`config.mk`:
```
export PLATFORM = sky130hd
export DESIGN_NAME = lru_key_value_cache_core
export DESIGN_NICKNAME = d
export VERILOG_FILES = /design/src/hw/rtl/lkvc_pkg.sv /design/src/hw/rtl/lru_key_value_cache_core.sv /design/src/hw/rtl/lkvc_cell.sv
export VERILOG_INCLUDE_DIRS = /design/src /design/src/hw/rtl
export SDC_FILE = /design/constraint.sdc
export NUM_CORES = 2
export LEC_CHECK = 0
export BUFFER_PORTS_ARGS = -buffer_cell sky130_fd_sc_hd__clkbuf_2
export CAP_MARGIN = 20
export CORE_ASPECT_RATIO = 0.9
export CORE_UTILIZATION = 45
export DETAILED_ROUTE_END_ITERATION = 8
export GPL_ROUTABILITY_DRIVEN = 0
export GPL_TIMING_DRIVEN = 1
export HOLD_SLACK_MARGIN = 0.15
export SYNTH_ARGS = -nofsm -noshare
export SYNTH_HDL_FRONTEND = slang
export SYNTH_SLANG_ARGS = --single-unit
```
`constraint.sdc`:
```
create_clock -name clk -period 6.4 [get_ports clk]
set_input_delay 0 -clock clk [delete_from_list [all_inputs] [get_ports clk]]
set_output_delay 0 -clock clk [all_outputs]
set_load 0.01 [all_outputs]
```
`src/hw/rtl/lru_key_value_cache_core_defines.svh`:
```
// assertion macros shared by the lru cache rtl
`ifndef LRU_KEY_VALUE_CACHE_CORE_DEFINES_SVH
`define LRU_KEY_VALUE_CACHE_CORE_DEFINES_SVH

// same-cycle implication, checked out of reset
`define LKVC_ASSERT_NOW(label, ante, cons, msg) \
  label: assert property (@(posedge clk) disable iff (!rst_n) (ante) |-> (cons)) \
    else $error(msg);

// next-cycle implication, checked out of reset
`define LKVC_ASSERT_NEXT(label, ante, cons, msg) \
  label: assert property (@(posedge clk) disable iff (!rst_n) (ante) |=> (cons)) \
    else $error(msg);

`endif

```
`src/hw/rtl/lkvc_pkg.sv`:
```
// shared constants and types for the lru key/value cache
`default_nettype none

package lkvc_pkg;

  localparam int NUM_ENTRIES = 16;
  localparam int KEY_W       = 32;
  localparam int VAL_W       = 32;
  localparam int CAP_W       = 5;
  localparam int RANK_W      = (NUM_ENTRIES > 1) ? $clog2(NUM_ENTRIES) : 1;
  localparam int CNT_W       = $clog2(NUM_ENTRIES + 1);

  localparam logic [CAP_W-1:0] CAP_RESET = CAP_W'(16);

  localparam logic REQ_GET = 1'b0;
  localparam logic REQ_PUT = 1'b1;

  // broadcast from the controller to every cell
  typedef struct packed {
    logic              look;
    logic [KEY_W-1:0]  key;
    logic [RANK_W-1:0] last_rank;
    logic              update;
    logic              put;
    logic              hit;
    logic              evict;
    logic [RANK_W-1:0] hit_rank;
    logic [VAL_W-1:0]  value;
  } cell_cmd_t;

  // what one cell reports back
  typedef struct packed {
    logic              match;
    logic              victim;
    logic              fill;
    logic [RANK_W-1:0] rank;
    logic [KEY_W-1:0]  key;
    logic [VAL_W-1:0]  value;
  } cell_stat_t;

endpackage

`default_nettype wire

```
`src/hw/rtl/lru_key_value_cache_core.sv`:
```
// Fully associative 16-entry key/value cache with least-recently-used
// replacement, built as a row of slot cells under one controller. A request
// passes three steps: the transfer cycle latches it, the lookup cycle has
// every cell compare its key and mark itself as hit, victim or lowest free
// slot (the free mark ripples from cell to cell), and the update cycle
// rewrites keys, values and ranks and loads the result register. The next
// request is taken on the cycle after the update, so no new request is
// accepted before the last one is through; the update cycle waits while
// the result register still holds an untaken result. The capacity register
// (reset 16, zero acts as one, values above 16 act as 16) is written through
// cfg_wr_en and should change only while no request is in flight.
`default_nettype none
`include "lru_key_value_cache_core_defines.svh"

module lru_key_value_cache_core (
  input  wire logic                           clk,
  input  wire logic                           rst_n,
  input  wire logic                           cfg_wr_en,
  input  wire logic [lkvc_pkg::CAP_W-1:0]     cfg_wr_data,
  input  wire logic                           in_valid,
  output logic                                in_stall,
  input  wire logic                           in_req_type,
  input  wire logic signed [lkvc_pkg::KEY_W-1:0] in_key,
  input  wire logic signed [lkvc_pkg::VAL_W-1:0] in_value,
  output logic                                out_valid,
  input  wire logic                           out_stall,
  output logic                                out_hit,
  output logic signed [lkvc_pkg::VAL_W-1:0]   out_read_value,
  output logic                                out_evicted,
  output logic signed [lkvc_pkg::KEY_W-1:0]   out_evicted_key
);

  typedef enum logic [2:0] {
    ST_IDLE   = 3'b001,
    ST_LOOK   = 3'b010,
    ST_UPDATE = 3'b100
  } state_t;

  localparam int N = lkvc_pkg::NUM_ENTRIES;

  state_t state_r, state_nxt;

  logic [lkvc_pkg::CAP_W-1:0]  cap_r;
  logic [lkvc_pkg::CNT_W-1:0]  occ_r, occ_nxt;
  logic [lkvc_pkg::CNT_W-1:0]  eff_cap;

  logic                        req_put_r;
  logic [lkvc_pkg::KEY_W-1:0]  req_key_r;
  logic [lkvc_pkg::VAL_W-1:0]  req_value_r;

  logic                        out_valid_r;
  logic                        out_hit_r;
  logic [lkvc_pkg::VAL_W-1:0]  out_read_value_r;
  logic                        out_evicted_r;
  logic [lkvc_pkg::KEY_W-1:0]  out_evicted_key_r;

  lkvc_pkg::cell_cmd_t  cmd;
  lkvc_pkg::cell_stat_t stat [N];
  logic [N:0]           claim;

  logic [N-1:0]                match_vec, victim_vec, fill_vec;
  logic                        any_hit, do_evict, can_go, in_xfer;
  logic [lkvc_pkg::RANK_W-1:0] hit_rank;
  logic [lkvc_pkg::VAL_W-1:0]  hit_value;
  logic [lkvc_pkg::KEY_W-1:0]  victim_key;

  assign in_xfer  = in_valid && !in_stall;
  assign in_stall = (state_r != ST_IDLE);
  assign can_go   = !out_valid_r || !out_stall;

  always_comb begin
    if (cap_r == '0) begin
      eff_cap = lkvc_pkg::CNT_W'(1);
    end else if (32'(cap_r) > 32'(N)) begin
      eff_cap = lkvc_pkg::CNT_W'(N);
    end else begin
      eff_cap = lkvc_pkg::CNT_W'(cap_r);
    end
  end

  // or-reduce the one cell that matched or was picked as victim
  always_comb begin
    hit_rank   = '0;
    hit_value  = '0;
    victim_key = '0;
    for (int i = 0; i < N; i++) begin
      match_vec[i]  = stat[i].match;
      victim_vec[i] = stat[i].victim;
      fill_vec[i]   = stat[i].fill;
      hit_rank      = hit_rank   | (stat[i].match  ? stat[i].rank  : '0);
      hit_value     = hit_value  | (stat[i].match  ? stat[i].value : '0);
      victim_key    = victim_key | (stat[i].victim ? stat[i].key   : '0);
    end
  end

  assign any_hit  = |match_vec;
  assign do_evict = req_put_r && !any_hit && (occ_r >= eff_cap);

  always_comb begin
    cmd.look      = (state_r == ST_LOOK);
    cmd.key       = req_key_r;
    cmd.last_rank = lkvc_pkg::RANK_W'(occ_r - lkvc_pkg::CNT_W'(1));
    cmd.update    = (state_r == ST_UPDATE) && can_go;
    cmd.put       = req_put_r;
    cmd.hit       = any_hit;
    cmd.evict     = do_evict;
    cmd.hit_rank  = hit_rank;
    cmd.value     = req_value_r;
  end

  assign claim[0] = 1'b0;

  for (genvar g = 0; g < N; g++) begin : g_cell
    lkvc_cell u_cell (
      .clk       (clk),
      .rst_n     (rst_n),
      .cmd       (cmd),
      .claim_in  (claim[g]),
      .claim_out (claim[g+1]),
      .stat      (stat[g])
    );
  end

  always_comb begin
    state_nxt = state_r;
    occ_nxt   = occ_r;
    case (state_r)
      ST_IDLE: begin
        if (in_xfer) begin
          state_nxt = ST_LOOK;
        end
      end
      ST_LOOK: begin
        state_nxt = ST_UPDATE;
      end
      ST_UPDATE: begin
        if (can_go) begin
          state_nxt = ST_IDLE;
          if (req_put_r && !any_hit && !do_evict) begin
            occ_nxt = occ_r + lkvc_pkg::CNT_W'(1);
          end
        end
      end
      default: begin
        state_nxt = ST_IDLE;
      end
    endcase
  end

  always_ff @(posedge clk) begin
    if (in_xfer) begin
      req_put_r   <= (in_req_type == lkvc_pkg::REQ_PUT);
      req_key_r   <= in_key;
      req_value_r <= in_value;
    end
    if (cmd.update) begin
      out_hit_r         <= any_hit;
      out_read_value_r  <= (any_hit && !req_put_r) ? hit_value : '1;
      out_evicted_r     <= do_evict;
      out_evicted_key_r <= do_evict ? victim_key : '0;
    end
  end

  always_ff @(posedge clk) begin
    if (!rst_n) begin
      state_r     <= ST_IDLE;
      occ_r       <= '0;
      cap_r       <= lkvc_pkg::CAP_RESET;
      out_valid_r <= 1'b0;
    end else begin
      state_r <= state_nxt;
      occ_r   <= occ_nxt;
      if (cfg_wr_en) begin
        cap_r <= cfg_wr_data;
      end
      if (cmd.update) begin
        out_valid_r <= 1'b1;
      end else if (!out_stall) begin
        out_valid_r <= 1'b0;
      end
    end
  end

  assign out_valid       = out_valid_r;
  assign out_hit         = out_hit_r;
  assign out_read_value  = out_read_value_r;
  assign out_evicted     = out_evicted_r;
  assign out_evicted_key = out_evicted_key_r;

  `LKVC_ASSERT_NOW(a_match_onehot0, state_r == ST_UPDATE, $onehot0(match_vec), "two cells hit")
  `LKVC_ASSERT_NOW(a_victim_onehot, cmd.update && do_evict, $onehot(victim_vec), "no single victim")
  `LKVC_ASSERT_NOW(a_fill_onehot, cmd.update && req_put_r && !any_hit && !do_evict, $onehot(fill_vec), "no single free slot")
  `LKVC_ASSERT_NOW(a_occ_bound, 1'b1, 32'(occ_r) <= 32'(N), "occupancy above entry count")
  `LKVC_ASSERT_NEXT(a_update_done, cmd.update, out_valid && (state_r == ST_IDLE), "update did not post a result")

endmodule

`default_nettype wire

```
`src/hw/rtl/lkvc_cell.sv`:
```
// one cache slot: key, value, valid bit and recency rank
`default_nettype none

module lkvc_cell (
  input  wire logic               clk,
  input  wire logic               rst_n,
  input  wire lkvc_pkg::cell_cmd_t cmd,
  input  wire logic               claim_in,
  output logic                    claim_out,
  output lkvc_pkg::cell_stat_t    stat
);

  logic [lkvc_pkg::KEY_W-1:0]  key_r, key_nxt;
  logic [lkvc_pkg::VAL_W-1:0]  value_r, value_nxt;
  logic                        valid_r, valid_nxt;
  logic [lkvc_pkg::RANK_W-1:0] rank_r, rank_nxt;
  logic                        match_r, match_nxt;
  logic                        victim_r, victim_nxt;
  logic                        fill_r, fill_nxt;
  logic                        target;

  // free-slot claim ripples from the low cell upward
  assign claim_out = claim_in | ~valid_r;

  assign target = cmd.evict ? victim_r : fill_r;

  always_comb begin
    key_nxt    = key_r;
    value_nxt  = value_r;
    valid_nxt  = valid_r;
    rank_nxt   = rank_r;
    match_nxt  = match_r;
    victim_nxt = victim_r;
    fill_nxt   = fill_r;
    if (cmd.look) begin
      match_nxt  = valid_r && (key_r == cmd.key);
      victim_nxt = valid_r && (rank_r == cmd.last_rank);
      fill_nxt   = ~valid_r & ~claim_in;
    end
    if (cmd.update) begin
      if (cmd.hit) begin
        if (match_r) begin
          rank_nxt = '0;
          if (cmd.put) begin
            value_nxt = cmd.value;
          end
        end else if (valid_r && (rank_r < cmd.hit_rank)) begin
          rank_nxt = rank_r + lkvc_pkg::RANK_W'(1);
        end
      end else if (cmd.put) begin
        if (target) begin
          key_nxt   = cmd.key;
          value_nxt = cmd.value;
          valid_nxt = 1'b1;
          rank_nxt  = '0;
        end else if (valid_r) begin
          rank_nxt = rank_r + lkvc_pkg::RANK_W'(1);
        end
      end
    end
  end

  always_ff @(posedge clk) begin
    key_r   <= key_nxt;
    value_r <= value_nxt;
  end

  always_ff @(posedge clk) begin
    if (!rst_n) begin
      valid_r  <= 1'b0;
      rank_r   <= '0;
      match_r  <= 1'b0;
      victim_r <= 1'b0;
      fill_r   <= 1'b0;
    end else begin
      valid_r  <= valid_nxt;
      rank_r   <= rank_nxt;
      match_r  <= match_nxt;
      victim_r <= victim_nxt;
      fill_r   <= fill_nxt;
    end
  end

  assign stat.match  = match_r;
  assign stat.victim = victim_r;
  assign stat.fill   = fill_r;
  assign stat.rank   = rank_r;
  assign stat.key    = key_r;
  assign stat.value  = value_r;

endmodule

`default_nettype wire
```
Word level (Yosys, flattened, before mapping)
Cells that the tools add are included.
{"block": "classes", "addsub": 18, "order_cmp": 18, "n_eq_ne": 87, "mux": 232, "bitwise_logic": 105, "reduce_logical": 146}
{"cell": "32-bit 2-to-1 mux", "count": 97}
{"cell": "32-bit bitwise OR", "count": 30}
{"cell": "32-bit equality test", "count": 16}
{"cell": "4-bit 2-to-1 mux", "count": 112}
{"cell": "4-bit AND reduction", "count": 32}
{"cell": "5-bit AND reduction", "count": 16}
{"cell": "4-bit by 1-bit adder with 4-bit output (second input constant)", "count": 16}
{"cell": "4-bit equality test", "count": 16}
{"cell": "4-bit < comparator", "count": 16}
{"cell": "4-bit bitwise OR", "count": 15}
{"cell": "1-bit logical AND", "count": 54}
{"cell": "3-bit by 1-bit != test with 1-bit output (second input constant)", "count": 17}
{"cell": "3-bit nonzero test", "count": 16}
{"cell": "2-bit != test (second input constant)", "count": 18}
{"cell": "2-bit by 1-bit != test with 1-bit output (second input constant)", "count": 17}
{"cell": "2-bit nonzero test", "count": 17}
{"cell": "1-bit NOT", "count": 31}
{"cell": "1-bit 2-to-1 mux", "count": 18}
{"cell": "16-bit OR reduction", "count": 1}
{"cell": "1-bit bitwise AND", "count": 15}
{"cell": "1-bit bitwise OR", "count": 14}
{"cell": "5-bit 2-to-1 mux", "count": 2}
{"cell": "3-bit case mux with 3 select lines", "count": 1}
{"cell": "1-bit zero test", "count": 6}
{"cell": "other kinds (12)", "count": 13}
{"block": "totals", "reg_bits": 1297, "out_inout_bits": 68, "word_cells": 729}

Logic depth before layout (Yosys ltp)
{"block": "logic_depth", "depth_word": 21, "depth_mapped": 15, "depth_no_buf": 12}

By module
Synthesis repeated with hierarchy kept, for this count alone.
{"block": "unflattened", "hier_cells": 3862, "hier_area_um2": 56163.9}
{"module": "lkvc_cell", "n_inst": 16, "cells_per_inst": 177, "area_each_um2": 2837.7}
{"module": "lru_key_value_cache_core", "n_inst": 1, "cells_per_inst": 1030, "area_each_um2": 10760.3}

Worst setup path after synthesis
No wires, ideal clock.
{"block": "synth_timing", "path_kind": "reg-to-reg", "start": "register state_r[2]", "end": "register g_cell[10].u_cell.key_r[0] (netlist name) (enable)", "t_arrival_ps": 4990, "required_time_ps": 5966, "setup_slack_ps": 977, "stages_incl_launch_ff": 6, "n_path_buf": 1, "synth_period_minus_slack_ps": 5423, "path_cell_list": "dfxtp_1 -> or3b_1 -> a21oi_2 -> nand3_2 -> clkbuf_1 -> a21oi_1"}
{"item": "from (decl)", "line": "lru_key_value_cache_core.sv:41", "source": "state_t state_r, state_nxt;"}
{"item": "from (signal assigned)", "line": "lru_key_value_cache_core.sv:171", "source": "state_r <= state_nxt;"}
{"item": "to (signal assigned)", "line": "lkvc_cell.sv:64", "source": "key_r <= key_nxt;"}
{"item": "to (decl)", "line": "lkvc_cell.sv:13", "source": "logic [lkvc_pkg::KEY_W-1:0] key_r, key_nxt;"}

Worst setup path in the final report
{"block": "layout_timing", "start": "register g_cell[2].u_cell.match_r", "end": "register g_cell[4].u_cell.key_r[10] (netlist name) (enable)"}
{"block": "layout_between", "elab_chain_cells": 6, "elab_cells_between_ends": 7, "cone_classes": "mux (1); bitwise (1); reduce/logical (5)"}
{"item": "from (decl)", "line": "lkvc_cell.sv:17", "source": "logic match_r, match_nxt;"}
{"item": "from (signal assigned)", "line": "lkvc_cell.sv:78", "source": "match_r <= match_nxt;"}
{"item": "16-bit OR reduction (*)", "line": "lru_key_value_cache_core.sv:96", "source": "assign any_hit = |match_vec;"}
{"item": "1-bit zero test", "line": "lru_key_value_cache_core.sv:97", "source": "assign do_evict = req_put_r && !any_hit && (occ_r >= eff_cap);"}
{"item": "1-bit logical AND (2 in series)", "line": "lru_key_value_cache_core.sv:97"}
{"item": "1-bit 2-to-1 mux", "line": "lkvc_cell.sv:25", "source": "assign target = cmd.evict ? victim_r : fill_r;"}
{"item": "4-bit AND reduction (no line) (*)"}
{"item": "to (signal assigned)", "line": "lkvc_cell.sv:64"}
{"item": "to (decl)", "line": "lkvc_cell.sv:13"}
Mark *: on every way between the ends. The rest lies on a longest branch, timed or not.
A chain may end at the register's enable or synchronous reset.

==> results by group <==
Run status
  – Status: completed

Hold path
  – Hold Crit Depth: 4
  – End of the worst hold path: state_r[2]
  – HP Start: rst_n
  – Worst min path class: input pin to flip-flop

Setup path
  – CP max stage cell: a21oi_4
  – WP buf/inv: 3
  – Largest stage delay, worst path: 0.94 ns
  – CP Capture Type: flip-flop
  – Critical path class: flip-flop to flip-flop
  – Crit path max fanout: 31
  – FF-to-FF End: g_cell[4].u_cell.key_r[10]
  – Critical Path RT: 6.90 ns
  – Top delay family on crit path: simple AND/OR/NAND/NOR gates
  – Crit path from: g_cell[2].u_cell.match_r
  – Most frequent CP cell: buf_4
  – Arrival time at the worst endpoint: 5.01 ns
  – Crit path cell chain: nor4_1, and4_2, buf_4, nand2_2, clkinv_1, nand2_1, a21oi_4, buf_4
  – Launching element type of the critical path: flip-flop
  – Reg2Reg Setup Slack: 1.89 ns
  – Worst reg2reg path depth: 8
  – RR Startpoint: g_cell[2].u_cell.match_r

Routing
  – Via count: 38.76k
  – First-pass DRT Iterations: 8
  – Via/cell ratio: approximately 6.6
  – DR iter-0 viols: 6491
  – Post-route ant nets: 0
  – WL per Instance: 34.08 um
  – Post-route DRC: 0
  – Routed WL: 199.6 mm

Clocking
  – Worst-Skew Late Latency: 0.80 ns
  – Cts bufs inserted: 136
  – CTS Sinks: 1297
  – Clock Path Buffers: 3
  – CTS root buf: clkbuf_16
  – H-tree levels: 4
  – Clock-pin slew on the worst setup and hold paths: 0.06 ns
  – Post_cts resized: 0
  – Setup Buffers After CTS: 0
  – CTS tree: done
  – Hold buffers post-CTS: 158

Synthesis
  – Mean post-synth cell area: about 14 sq um
  – Synth unique cells: 73
  – Yosys top cell by area: edfxtp_1
  – Share of the synthesized area in the top cell type: 62.44%
  – Synth Cell Area: 0.05555 sq mm
  – Ranking of synthesized cells by area: edfxtp_1 (62%), dfxtp_1 (5.1%), xnor2_1 (5.0%)
  – Post-Syn Instances: 3866
  – Ys Warns: 0
  – EDFF count, synth: roughly 1.2k
  – Async S/R FF share, synth: 0%
  – Post-synthesis register bit count: 1297
  – Seq/Total Area, Yosys: around 68%
  – Most used DFF post-synth: edfxtp_1
  – Post-synthesis net count: 3980

GRT
  – GRT overflow: 0
  – First-pass GRT wire length: 277.7 mm
  – Gr usage total: 31.65%
  – Number of global-route vias before repair: between 30k and 40k
  – Pin count of the biggest net entering global routing: 50
  – Initial antenna violation count: 4

Pwr
  – Power Dens Cells: 278.6 mW/mm^2
  – Leak: 20.03 nW
  – Power Total: 17.98 mW
  – Worst vdd ir: 0.2560 mV

Placed design
  – Final HPWL DP: 128.1 mm
  – Placed inst area: about 0.059 sq mm
  – Input/output buffers: ~140
  – Post-Place Cells: 5459
  – Place WS: 2.028 ns

Timing
  – Skew final: 0.03599 ns
  – Final worst slack: 1.894 ns
  – Min Tclk post-route: 4.506 ns
  – Period utilization: a little over two thirds
  – Final setup vio count: 0
  – Final Hold Viols: 0
  – F_max: 0.2219 GHz
  – Worst slew margin: roughly 1.6%
  – Setup TNS: 0 ns
  – Slew Limit Fails: 0
  – RSZ-0062 raised after global routing: false
  – Slew at the pin closest to its max-slew limit: roughly 1.5 ns

Flow run
  – Max Cap Viol: 0

Final layout
  – Area delta synth->final: 16.21%
  – Post-Layout Cell Count: 5857
  – Design area: 0.06455 sq mm
  – Area of the multi-input gates: 0.01705 sq mm
  – Fillers: 10.18k
  – Layout cell share with drive strength beyond 1: 13.23%
  – Nets: roughly 4.3k
  – FF+latch area: 0.03757 sq mm

Die
  – Die W: 372.3 um
  – Die span in y: 335.3 um
  – Die area: 0.1248 sq mm
  – Row count: 121
  – Core Area: 0.1217 sq mm
  – Initial Utilization: 45.63%
  – I/O pins: 143
==> power breakdown <==
part           leakage [nW]  switching [mW]  internal, mW
registers              11.5           0.102          9.27
logic                  6.36           0.454         0.225
clock network          2.15            3.48          4.46
==> synth_stat cells (27+ instances only) <==
cell / count
dfxtp_1: 142
xor2_1: 273
nand4_1: 147
nor3_1: 41
nor2_1: 84
a221oi_1: 204
a21oi_1: 109
or4_1: 27
edfxtp_1: 1155
nand2_1: 113
nor4_1: 88
a22o_1: 201
xnor2_1: 318
a22oi_1: 143
a31oi_1: 41
clkbuf_1: 190
buf_2: 27
inv_1: 54
buf_1: 49
ha_1: 39
and3_1: 67
nand3_1: 32
o21ai_0: 56
==> cell type report <==
type	instances	share of cell area (%)
Sequential cell	1297	58.20
Multi-Input combinational cell	2236	26.41
Clock buffer	174	5.668
Timing Repair Buffer	432	5.115
Tap cell	1599	3.099
Clock inverter	62	1.180
Inverter	56	0.3276
Antenna cell	1	0.003877
==> layout by cell type, fill, tap and decap left out, types with 67 or more instances in the layout <==
cell           netlist  final
clkbuf_2             0    142
a221oi_1           204    204
xor2_1             273    272
and3_1              67     67
xnor2_1            318    317
a22oi_1            143    143
buf_4                7    125
nand2_1            113    111
a22o_1             201    201
dlygate4sd3_1        0    158
a21oi_1            109     93
clkbuf_16            0    138
nor2_1              84     69
edfxtp_1          1155   1155
dfxtp_1            142    110
nand4_1            147    147
nor4_1              88     87
==> cell families after synthesis <==
| kind of cell | Yosys count | share of synthesized area, % |
|---|---|---|
| multiplexers | 7 | 0.1284 |
| AND/OR/NAND/NOR | 665 | 6.654 |
| flip-flops | 1297 | 67.56 |
| XOR/XNOR | 591 | 9.319 |
| AO/OA/AOI/OAI | 934 | 13.05 |
| buffers and inverters | 333 | 2.412 |
| adder cells (fa/ha/maj) | 39 | 0.8785 |
==> state kept, by name, summed over array words and instances, names as in the netlist, 3 cells and up <==
register and cells:
g_cell.u_cell.victim_r 16, g_cell.u_cell.fill_r 16, g_cell.u_cell.match_r 16, out_read_value 32, out_evicted_key 32, req_key_r 32, occ_r 5, state_r 3
g_cell.u_cell.value_r 512, g_cell.u_cell.valid_r 16, g_cell.u_cell.rank_r 64, g_cell.u_cell.key_r 512, req_value_r 32, cap_r 5
==> worst register-to-register path, stage by stage, from the launching register on <==
cell      delay [ns]
dfxtp_2         0.44
nor4_1          0.32
and4_2          0.58
buf_4           0.44
nand2_2         0.49
clkinv_1        0.49
nand2_1         0.16
a21oi_4         0.94
buf_4           0.36
==> worst max-delay path by stage <==
stage / endpoint / slack, ns / cells after the start
floorplan: g_cell[10].u_cell.key_r[0] / 0.98 / 5
global placement: g_cell[4].u_cell.key_r[26] / 2.07 / 8
detailed placement: g_cell[4].u_cell.key_r[16] / 2.03 / 8
CTS: g_cell[4].u_cell.key_r[10] / 2.00 / 8
global route: g_cell[12].u_cell.value_r[8] / 1.69 / 9
finish: g_cell[4].u_cell.key_r[10] / 1.89 / 8
==> through the flow <==
stage	utilization, %	hold slack (ns)
global route	53.03	0.2183
floorplan	-	0.09887
detailed placement	48.09	0.1786
finish	53.03	0.2368
CTS	53.02	0.1852
global placement	48.04	0.1762
==> layer usage <==
metal	GRT usage, %	vias up	share of wire (%)
met1	46.95	19660	41
met3	11.04	372	15
li1	-	15930	-
met2	42.72	2799	41
met4	10.59	4	3.5
met5	0	-	0.014
(Power assumes the default switching activity.)
